<file path="src/design/rwt_pkg.sv">
package rwt_pkg;

   // Input command codes.
   localparam logic CMD_ENTER = 1'b0;
   localparam logic CMD_TIMER = 1'b1;

   // All-ones values for priority and time.
   localparam logic [31:0] PRIO_ALL_ONES = 32'hFFFF_FFFF;
   localparam logic [63:0] TIME_ALL_ONES = 64'hFFFF_FFFF_FFFF_FFFF;

   // Result kinds.
   typedef enum logic [1:0] {
      KIND_READY = 2'd0,
      KIND_SLEEP = 2'd1,
      KIND_EVENT = 2'd2,
      KIND_FULL  = 2'd3
   } kind_type;

   // One input item.
   typedef struct packed {
      logic        command;
      logic [7:0]  thread_id;
      logic        first_instance;
      logic [31:0] period;
      logic [31:0] given_priority;
      logic [63:0] arrival_time;
      logic [63:0] current_time;
      logic [31:0] ready_head_priority;
      logic        ready_empty;
   } req_type;

   // One result item.
   typedef struct packed {
      kind_type    kind;
      logic [7:0]  out_thread_id;
      logic [31:0] out_priority;
      logic [63:0] event_time;
      logic        last;
   } rsp_type;

   // One sleep table entry as kept in the slot memory.
   typedef struct packed {
      logic [63:0] wake_time;
      logic [31:0] priority_val;
      logic [7:0]  thread;
   } slot_type;

   // Controller to datapath commands.
   typedef struct packed {
      logic load;
      logic enter;
      logic scan_rd;
      logic finish;
   } ctrl_cmd_type;

   // Datapath to controller status.
   typedef struct packed {
      logic scan_last;
   } ctrl_stat_type;

endpackage

</file>
<file path="src/design/rate_monotonic_wakeup_timer.sv">
// Channel   Handshake               Payload
// input     start / busy            req_item  (rwt_pkg::req_type)
// result    rsp_strobe (one cycle)  rsp_item  (rwt_pkg::rsp_type)
//
// An enter item is accepted, its single result is registered in the enter state,
// and the next item may be accepted once busy falls at the end of that state.
// A timer item reads one slot a cycle through the single read port of the
// slot memory; its final event result follows the last and final states.
// Reset is synchronous and clears the valid bits; no clearing pass is needed.
// The receiver cannot stall; each result is shown for exactly one cycle.
module rate_monotonic_wakeup_timer #(
   parameter int SLEEP_SLOTS = 16
) (
   input  logic             clock,
   input  logic             reset,
   input  logic             start,
   output logic             busy,
   input  rwt_pkg::req_type req_item,
   output logic             rsp_strobe,
   output rwt_pkg::rsp_type rsp_item
);

   import rwt_pkg::*;

   ctrl_cmd_type  cmd;
   ctrl_stat_type stat;

   // Sequencer.
   rwt_ctrl u_ctrl (
      .clock   (clock),
      .reset   (reset),
      .start   (start),
      .command (req_item.command),
      .stat    (stat),
      .cmd     (cmd),
      .busy    (busy)
   );

   // Slot table and result datapath.
   rwt_datapath #(
      .SLEEP_SLOTS (SLEEP_SLOTS)
   ) u_datapath (
      .clock      (clock),
      .reset      (reset),
      .req_item   (req_item),
      .cmd        (cmd),
      .stat       (stat),
      .rsp_strobe (rsp_strobe),
      .rsp_item   (rsp_item)
   );

endmodule

</file>
<file path="src/design/rwt_ram.sv">
module rwt_ram #(
   parameter int WIDTH = 8,
   parameter int DEPTH = 16
) (
   input  logic                                     clock,
   input  logic                                     wr_en,
   input  logic [((DEPTH > 1) ? $clog2(DEPTH) : 1)-1:0] wr_addr,
   input  logic [WIDTH-1:0]                         wr_data,
   input  logic                                     rd_en,
   input  logic [((DEPTH > 1) ? $clog2(DEPTH) : 1)-1:0] rd_addr,
   output logic [WIDTH-1:0]                         rd_data
);

   logic [WIDTH-1:0] mem_ff [DEPTH];
   logic [WIDTH-1:0] rd_data_ff;

   // One write port and one registered read port.
   always_ff @(posedge clock) begin
      if (wr_en) begin
         mem_ff[wr_addr] <= wr_data;
      end
      if (rd_en) begin
         rd_data_ff <= mem_ff[rd_addr];
      end
   end

   assign rd_data = rd_data_ff;

endmodule

</file>
<file path="src/design/rwt_ctrl.sv">
module rwt_ctrl (
   input  logic                  clock,
   input  logic                  reset,
   input  logic                  start,
   input  logic                  command,
   input  rwt_pkg::ctrl_stat_type stat,
   output rwt_pkg::ctrl_cmd_type  cmd,
   output logic                  busy
);

   import rwt_pkg::*;

   typedef enum logic [2:0] {
      ST_IDLE,
      ST_ENTER,
      ST_SCAN,
      ST_LAST,
      ST_FINAL
   } state_type;

   state_type state_ff;
   state_type state_in;

   // Next state.
   always_comb begin
      state_in = state_ff;
      case (state_ff)
         ST_IDLE: begin
            if (start) begin
               state_in = (command == CMD_TIMER) ? ST_SCAN : ST_ENTER;
            end
         end
         ST_ENTER: state_in = ST_IDLE;
         ST_SCAN: begin
            if (stat.scan_last) begin
               state_in = ST_LAST;
            end
         end
         ST_LAST:  state_in = ST_FINAL;
         ST_FINAL: state_in = ST_IDLE;
         default:  state_in = ST_IDLE;
      endcase
   end

   // State register.
   always_ff @(posedge clock) begin
      if (reset) begin
         state_ff <= ST_IDLE;
      end else begin
         state_ff <= state_in;
      end
   end

   // Commands to the datapath follow from the state.
   always_comb begin
      cmd         = '0;
      cmd.load    = (state_ff == ST_IDLE) && start;
      cmd.enter   = (state_ff == ST_ENTER);
      cmd.scan_rd = (state_ff == ST_SCAN);
      cmd.finish  = (state_ff == ST_FINAL);
   end

   assign busy = (state_ff != ST_IDLE);

endmodule

</file>
<file path="src/design/rwt_datapath.sv">
module rwt_datapath #(
   parameter int SLEEP_SLOTS = 16
) (
   input  logic                   clock,
   input  logic                   reset,
   input  rwt_pkg::req_type       req_item,
   input  rwt_pkg::ctrl_cmd_type  cmd,
   output rwt_pkg::ctrl_stat_type stat,
   output logic                   rsp_strobe,
   output rwt_pkg::rsp_type       rsp_item
);

   import rwt_pkg::*;

   localparam int SLOT_AW = (SLEEP_SLOTS > 1) ? $clog2(SLEEP_SLOTS) : 1;
   localparam int SLOT_W  = $bits(slot_type);

   req_type                req_ff;
   logic [SLEEP_SLOTS-1:0] valid_ff;
   logic [SLEEP_SLOTS-1:0] valid_in;
   logic [SLOT_AW-1:0]     idx_ff;
   logic [SLOT_AW-1:0]     idx_in;
   logic [SLOT_AW-1:0]     addr_ff;
   logic                   eval_ff;
   logic [63:0]            best_ff;
   logic [63:0]            best_in;
   logic [31:0]            running_ff;
   logic [31:0]            running_in;
   logic                   strobe_ff;
   logic                   strobe_in;
   rsp_type                rsp_ff;
   rsp_type                rsp_in;

   logic [SLOT_W-1:0]      rd_data;
   slot_type               slot;
   slot_type               new_slot;
   logic [31:0]            prio_calc;
   logic                   sleep_req;
   logic                   free_found;
   logic [SLOT_AW-1:0]     free_idx;
   logic                   wr_en;
   logic                   hit;
   logic                   due;
   logic                   compete;

   // Slot payload memory; valid bits stay in flip-flops.
   rwt_ram #(
      .WIDTH (SLOT_W),
      .DEPTH (SLEEP_SLOTS)
   ) u_slot_ram (
      .clock   (clock),
      .wr_en   (wr_en),
      .wr_addr (free_idx),
      .wr_data (new_slot),
      .rd_en   (cmd.scan_rd),
      .rd_addr (idx_ff),
      .rd_data (rd_data)
   );

   // Priority of an entering thread and whether it goes to sleep.
   always_comb begin
      prio_calc = req_ff.given_priority;
      if (req_ff.first_instance && (req_ff.period != 32'd0)) begin
         prio_calc = PRIO_ALL_ONES - req_ff.period;
      end
      sleep_req = req_ff.first_instance && (req_ff.arrival_time != 64'd0);
   end

   // Lowest free slot.
   always_comb begin
      free_found = 1'b0;
      free_idx   = '0;
      for (int i = SLEEP_SLOTS - 1; i >= 0; i--) begin
         if (!valid_ff[i]) begin
            free_found = 1'b1;
            free_idx   = SLOT_AW'(i);
         end
      end
   end

   assign wr_en                 = cmd.enter && sleep_req && free_found;
   assign new_slot.wake_time    = req_ff.arrival_time;
   assign new_slot.priority_val = prio_calc;
   assign new_slot.thread       = req_ff.thread_id;

   // Evaluation of the slot read in the previous cycle.
   always_comb begin
      slot    = slot_type'(rd_data);
      hit     = eval_ff && valid_ff[addr_ff];
      due     = (slot.wake_time <= req_ff.current_time);
      compete = hit && !due && (slot.wake_time <= best_ff) &&
                (slot.priority_val >= running_ff);
   end

   // Next values of the scan state, valid bits and result register.
   always_comb begin
      valid_in   = valid_ff;
      idx_in     = idx_ff;
      best_in    = best_ff;
      running_in = running_ff;
      strobe_in  = 1'b0;
      rsp_in     = '0;

      if (cmd.load) begin
         idx_in     = '0;
         best_in    = TIME_ALL_ONES;
         running_in = req_item.ready_empty ? 32'd0 : req_item.ready_head_priority;
      end
      if (cmd.scan_rd) begin
         idx_in = idx_ff + SLOT_AW'(1);
      end

      // Enter: sleep, table full or ready.
      if (cmd.enter) begin
         strobe_in            = 1'b1;
         rsp_in.out_thread_id = req_ff.thread_id;
         rsp_in.out_priority  = prio_calc;
         rsp_in.last          = 1'b1;
         if (!sleep_req) begin
            rsp_in.kind = KIND_READY;
         end else if (free_found) begin
            rsp_in.kind        = KIND_SLEEP;
            valid_in[free_idx] = 1'b1;
         end else begin
            rsp_in.kind = KIND_FULL;
         end
      end

      // Timer scan: wake due slots, track the earliest competing wake time.
      if (hit && due) begin
         valid_in[addr_ff]    = 1'b0;
         strobe_in            = 1'b1;
         rsp_in.kind          = KIND_READY;
         rsp_in.out_thread_id = slot.thread;
         rsp_in.out_priority  = slot.priority_val;
         if (slot.priority_val > running_ff) begin
            running_in = slot.priority_val;
         end
      end
      if (compete) begin
         best_in = slot.wake_time;
      end

      if (cmd.finish) begin
         strobe_in         = 1'b1;
         rsp_in.kind       = KIND_EVENT;
         rsp_in.event_time = best_ff;
         rsp_in.last       = 1'b1;
      end
   end

   // Control registers.
   always_ff @(posedge clock) begin
      if (reset) begin
         valid_ff  <= '0;
         eval_ff   <= 1'b0;
         strobe_ff <= 1'b0;
      end else begin
         valid_ff  <= valid_in;
         eval_ff   <= cmd.scan_rd;
         strobe_ff <= strobe_in;
      end
   end

   // Payload registers.
   always_ff @(posedge clock) begin
      if (cmd.load) begin
         req_ff <= req_item;
      end
      idx_ff     <= idx_in;
      addr_ff    <= idx_ff;
      best_ff    <= best_in;
      running_ff <= running_in;
      rsp_ff     <= rsp_in;
   end

   assign stat.scan_last = (idx_ff == SLOT_AW'(SLEEP_SLOTS - 1));
   assign rsp_strobe     = strobe_ff;
   assign rsp_item       = rsp_ff;

endmodule

</file>
<file path="config.mk">
export PLATFORM = sky130hd
export DESIGN_NAME = rate_monotonic_wakeup_timer
export DESIGN_NICKNAME = d
export VERILOG_FILES = /design/src/design/rwt_pkg.sv /design/src/design/rate_monotonic_wakeup_timer.sv /design/src/design/rwt_ram.sv /design/src/design/rwt_ctrl.sv /design/src/design/rwt_datapath.sv
export SDC_FILE = /design/constraint.sdc
export NUM_CORES = 2
export LEC_CHECK = 0
export BUFFER_PORTS_ARGS = -buffer_cell sky130_fd_sc_hd__clkbuf_2
export CAP_MARGIN = 30
export CORE_MARGIN = 8
export CORE_UTILIZATION = 50
export CTS_BUF_LIST = sky130_fd_sc_hd__clkbuf_16
export CTS_CLUSTER_DIAMETER = 120
export DETAILED_ROUTE_END_ITERATION = 8
export PLACE_DENSITY = 0.71
export SYNTH_ARGS = -nofsm -noshare
export SYNTH_HDL_FRONTEND = slang
export SYNTH_HIERARCHICAL = 1
export SYNTH_SLANG_ARGS = --single-unit
</file>
<file path="constraint.sdc">
create_clock -name clock -period 14.8 [get_ports clock]
set_input_delay 3.7 -clock clock [delete_from_list [all_inputs] [get_ports clock]]
set_output_delay 3.7 -clock clock [all_outputs]
set_load 0.05 [all_outputs]
</file>
# Yosys cells after proc, flatten, opt, wreduce, memory -nomap -nowiden
# Memory sizes are Yosys's and may differ from the RTL's. A register that Yosys moved wholly into a read port is not among the register bits.
# Cells that the tools add are included.
totals:
  reg_bits: 433
  mem_bits_rw: 1664
  in_bits: 238
  output_inout_bits: 109
  elab_cells: 128
  mem_count: 1
op_classes:
  add_sub_neg: 2
  magnitude_cmp: 8
  eq_ne: 7
  mux: 64
  n_bitwise: 5
  n_reduce_logical: 21
mem_list:
  columns: ["name", "words", "width", "rd", "rd_ports_with_merged_regs", "wr", "line_no", "text"]
  rows:
  - ["u_datapath.u_slot_ram.mem_ff", 16, 104, 1, 1, 1, "rwt_ram.sv:14", "logic [WIDTH-1:0] mem_ff [DEPTH];"]
ops:
  columns: ["operator", "n"]
  rows:
  - ["32-bit 2-to-1 mux", 5]
  - ["64-bit <= comparator", 2]
  - ["64-bit 2-to-1 mux", 2]
  - ["42-bit 2-to-1 mux", 2]
  - ["4-bit 2-to-1 mux", 18]
  - ["16-bit 2-to-1 mux", 4]
  - ["64-bit nonzero test", 1]
  - ["32-bit >= comparator", 1]
  - ["32-bit > comparator", 1]
  - ["32-bit nonzero test", 1]
  - ["32-bit subtractor (first input constant)", 1]
  - ["1-bit 2-to-1 mux", 24]
  - ["16-bit bitwise AND", 1]
  - ["16-bit inverter", 1]
  - ["16-bit bitwise OR", 1]
  - ["1-bit logical AND", 12]
  - ["4-bit by 5-bit < comparator with 1-bit output (second input constant)", 2]
  - ["3-bit one-hot mux with 3 select lines", 1]
  - ["1-bit demux with 4-bit select", 2]
  - ["4-bit by 1-bit >= comparator with 1-bit output (second input constant)", 2]
  - ["3-bit by 2-bit == test with 1-bit output (second input constant)", 2]
  - ["2-bit 2-to-1 mux", 3]
  - ["3-bit 2-to-1 mux", 2]
  - ["4-bit by 1-bit adder with 4-bit output (second input constant)", 1]
  - ["other kinds (12)", 15]

# Logic depth before layout (Yosys ltp)
logic_depth:
  word_depth: 26
  depth_mapped: 11
  ltp_nobuf: 9

# By module
# Netlist, hierarchy kept.
by_module_without_submodules:
  columns: ["module", "n_inst", "cells_per_inst", "area_each_um2", "seq_area_each_um2"]
  rows:
  - ["rwt_ram", 1, 2662, 65301.4, 53090.9]
  - ["rwt_datapath", 1, 1646, 19175.9, 11300.8]
  - ["rwt_ctrl", 1, 15, 145.1, 60.1]

# Worst setup path after synthesis
# Ideal clock, no wire load.
synth_timing:
  path_type: "in2reg"
  start: "input port start"
  end: "register u_datapath.best_ff[0], enable pin"
  setup_time_ns: 0.421
  arrival_time_ns: 14.031
  t_required_ns: 14.379
  path_slack_ns: 0.348
  cell_stages: 4
  n_path_buf: 1
  path_cell_list: "inv_1 -> nor2_1 -> clkbuf_1 -> a21o_1"
synth_lines:
  columns: ["element", "line_no", "text"]
  rows:
  - ["start, declared", "rate_monotonic_wakeup_timer.sv:16", "input logic start,"]
  - ["end signal, assigned", "rwt_datapath.sv:172", "best_ff <= best_in;"]
  - ["end, declared", "rwt_datapath.sv:25", "logic [63:0] best_ff;"]

# Final worst setup path
layout_timing:
  start: "register u_ctrl.state_ff[2]"
  end: "output port busy"
layout_via:
  elab_chain_len: 1
layout_rtl:
  columns: ["element", "line_no", "text"]
  rows:
  - ["start, declared", "rwt_ctrl.sv:21", "state_type state_ff;"]
  - ["start signal, assigned", "rwt_ctrl.sv:50", "state_ff <= state_in;"]
  - ["3-bit nonzero test", "rwt_ctrl.sv:63", "assign busy = (state_ff != ST_IDLE);"]
  - ["end, declared", "rate_monotonic_wakeup_timer.sv:17", "output logic busy,"]
# No other way between the ends.

==> results.py <==
metrics = {
    "grt": {
        "grt_pass1_wl_mm": 307.3,
        "overflow": 0,
        "first_global_vias": 45430,
        "antenna_found_initial": 10,
        "use_met1_pct": 29.90,
        "grt_util_all_layers_pct": 23.17,
        "grt_use_met3_pct": 3.210,
        "grtUsageMet2_pct": 38.83,
        "grt_max_degree": 140,
        "top_usage_layer": "met2",
    },
    "floorplan": {
        "start_util_pct": 50.16,
        "core_um2": 168700,
        "core.rowCount": 151,
        "die_w_um": 427.4,
        "pin_count": 347,
        "die_area_um2": 182700,
        "die_h_um": 427.4,
    },
    "timing": {
        "slew_headroom_pct": 21.98,
        "worstMarginPinSlew_ps": 1141,
        "rsz0062_at_grt": "no",
        "finalCritPeriodShare_pct": 38.07,
        "clock_skew_ps": 56.39,
        "slew_violations": 0,
        "finalHoldViolCount": 0,
        "setup_viol": 0,
        "fmax_mhz": 177.5,
        "worst_hold_slack_ps": 482.5,
        "fin_crit_ps": 5634,
        "fin_tns_setup_ps": 0,
    },
    "clocking": {
        "cts_buffers": 211,
        "cts.sinks": 2201,
        "cts_tree": "built",
        "cts.clk_slew.worst_paths_ps": 60,
        "cts_buffer_depth": 3,
        "cts-htree-levels": 4,
        "root_buffer": "clkbuf_16",
        "cts_hold_buf": 0,
        "cts_setup_buffers": 0,
        "clk_latency_ps": 870,
        "post_cts_resized": 0,
    },
    "detailed_routing": {
        "wl_mm": 214.6,
        "dr.pass1.iters": 6,
        "wire_per_inst_um": 29.78,
        "drtIter0Drc": 5258,
        "via_count": 44330,
        "route.antenna.remaining_nets": 0,
        "drc": 0,
        "vias_per_cell": 6.151,
    },
    "power_and_ir_drop": {
        "p_per_area_nw_per_um2": 136.2,
        "power_leakage_nw": 32.58,
        "finalPower_mw": 13.10,
        "ir_drop_mv": 0.1370,
    },
    "finish": {
        "layout_common_cells": "edfxtp_1, mux4_2, clkbuf_2",
        "fin_cells": 7206,
        "fin_util_pct": 56.99,
        "finalNetCount": 5209,
        "final_common_cell": "edfxtp_1",
        "synthToLayoutAreaGrowth_pct": 13.62,
        "layout-drive-gt1-share_pct": 24.51,
        "fillCellCount": 12240,
    },
    "setup_path": {
        "setup.worst_path.class": "flip-flop to output port",
        "cpPeakStageDelay_ps": 450,
        "crit_required_ps": 11100,
        "path_buf_inv": 1,
        "path_cells": "or3_1, clkbuf_2",
        "crit_path_start_kind": "flip-flop",
        "cp_top_family": "simple AND/OR/NAND/NOR gates",
        "crit_path_max_fanout": 7,
        "end_kind": "output port",
        "worst_ep_arrival_time_ps": 1930,
        "cpMaxStageDelayCell": "or3_1",
    },
    "synthesis": {
        "syn-cell-area_um2": 84620,
        "ys_warn_count": 6,
        "ys_seq_area_share_pct": 76.16,
        "ys_ff_latch": 2201,
        "ys_dominant_reg_cell": "edfxtp_1",
        "synth_edf_count": 2037,
        "async_flop_share_pct": 0,
        "avgSynthCellArea_um2": 19.57,
        "syn_inst": 4323,
        "synth_fp_nets": 4722,
        "synth.distinct_cells": 74,
    },
    "flow_run": {
        "drv_cap": 0,
    },
    "placement": {
        "routabilityCongestion": 0.8494,
        "portBuffers": 346,
        "dpl.hpwl_mm": 124.5,
        "dp.cells": 6810,
    },
    "hold_path": {
        "hp-class": "flip-flop to flip-flop",
    },
    "run_status": {
        "status": "completed",
    },
}
[routing by layer]
metal	part of all wire, %	up-vias
met4	5.5	2
met2	50	2213
met1	37	23110
li1	-	18570
met5	0.0061	-
met3	7.8	432
[metrics by stage]
step / instance area (um^2) / setup slack, ps
detailed placement: 89430 / 8764
global route: 96140 / 9092
finish: 96150 / 9166
global placement: 89240 / 8793
floorplan: 84620 / 348.4
CTS: 96050 / 9107
[final cells by class]
type | instances | area [um^2] | area share [%]
Sequential cell | 2201 | 64450 | 67.03
Multi-Input combinational cell | 1746 | 18720 | 19.47
Clock buffer | 212 | 5305 | 5.518
Timing Repair Buffer | 474 | 2900 | 3.016
Tap cell | 2218 | 2775 | 2.886
Clock inverter | 172 | 1314 | 1.366
Inverter | 176 | 660.6 | 0.6871
Antenna cell | 7 | 17.52 | 0.01822
[worst reg2reg max path, stage by stage (launching register included)]
cell and delay, ps:
edfxtp_1 420, ha_1 360, nand4_1 370, nor4_1 870
nand2_1 210, a311oi_1 510, or4_1 500, and4_1 420
a21o_4 730
[report_power, final]
| group | switching (mW) | internal [mW] |
|---|---|---|
| logic | 0.552 | 0.363 |
| clock network | 2.30 | 2.83 |
| registers | 0.107 | 6.94 |
| total | 2.96 | 10.1 |
[worst paths after layout]
path	from	end	slack (ps)	cells past startpoint
worst max-delay path	u_ctrl/state_ff[2]$_SDFFE_PP0P_	busy	9170	2
worst min-delay path	u_datapath/best_ff[33]$_SDFFCE_PN1P_	u_datapath/rsp_item[34]$_SDFF_PN0_	480	1
worst max register to register	u_datapath/u_slot_ram/rd_data[86]$_DFFE_PP_	u_datapath/best_ff[20]$_SDFFCE_PN1P_	9860	8
worst min register to register	u_datapath/best_ff[33]$_SDFFCE_PN1P_	u_datapath/rsp_item[34]$_SDFF_PN0_	480	1
[registers in the layout, summed over array words and instances (netlist names)]
name                           flops
u_datapath/u_slot_ram/rd_data    104
u_datapath/rsp_item              107
u_ctrl/state_ff                    3
u_datapath/addr_ff                 4
u_datapath/valid_ff               16
u_datapath/req_ff                129
u_datapath/running_ff             32
u_datapath/best_ff                64
u_datapath/u_slot_ram/mem_ff    1664
u_datapath/rsp_strobe              1
u_datapath/new_slot               72
u_datapath/eval_ff                 1
u_datapath/idx_ff                  4
[synth_stat cells, types with 28 or more instances]
cell	number	area (um^2)
nand3_1	30	150.1
nor2_1	36	135.1
edfxtp_1	2037	61170
buf_2	35	175.2
buf_6	28	315.3
clkbuf_1	123	461.7
mux4_2	419	9437
and2_1	68	425.4
o211ai_1	43	322.8
or3_1	64	400.4
nand4_1	48	300.3
a21oi_1	67	335.3
o21ai_0	114	570.6
dfxtp_1	164	3283
nor4_1	38	237.7
inv_1	176	660.6
mux2_1	29	326.6
a22oi_1	208	1562
nand2_1	248	930.9
ha_1	161	2014
[cells by family after synthesis]
logic type,after synthesis,synth area share (%)
xor gates and xnor gates,2,0.02070
buffers and inverters,376,1.995
and+or+nand+nor,593,3.535
DFF,2201,76.16
adders and majority gates,161,2.380
AOI/OAI and AO/OA,537,4.306
muxes,453,11.60
Note: power is estimated with default switching activity, not from simulation.
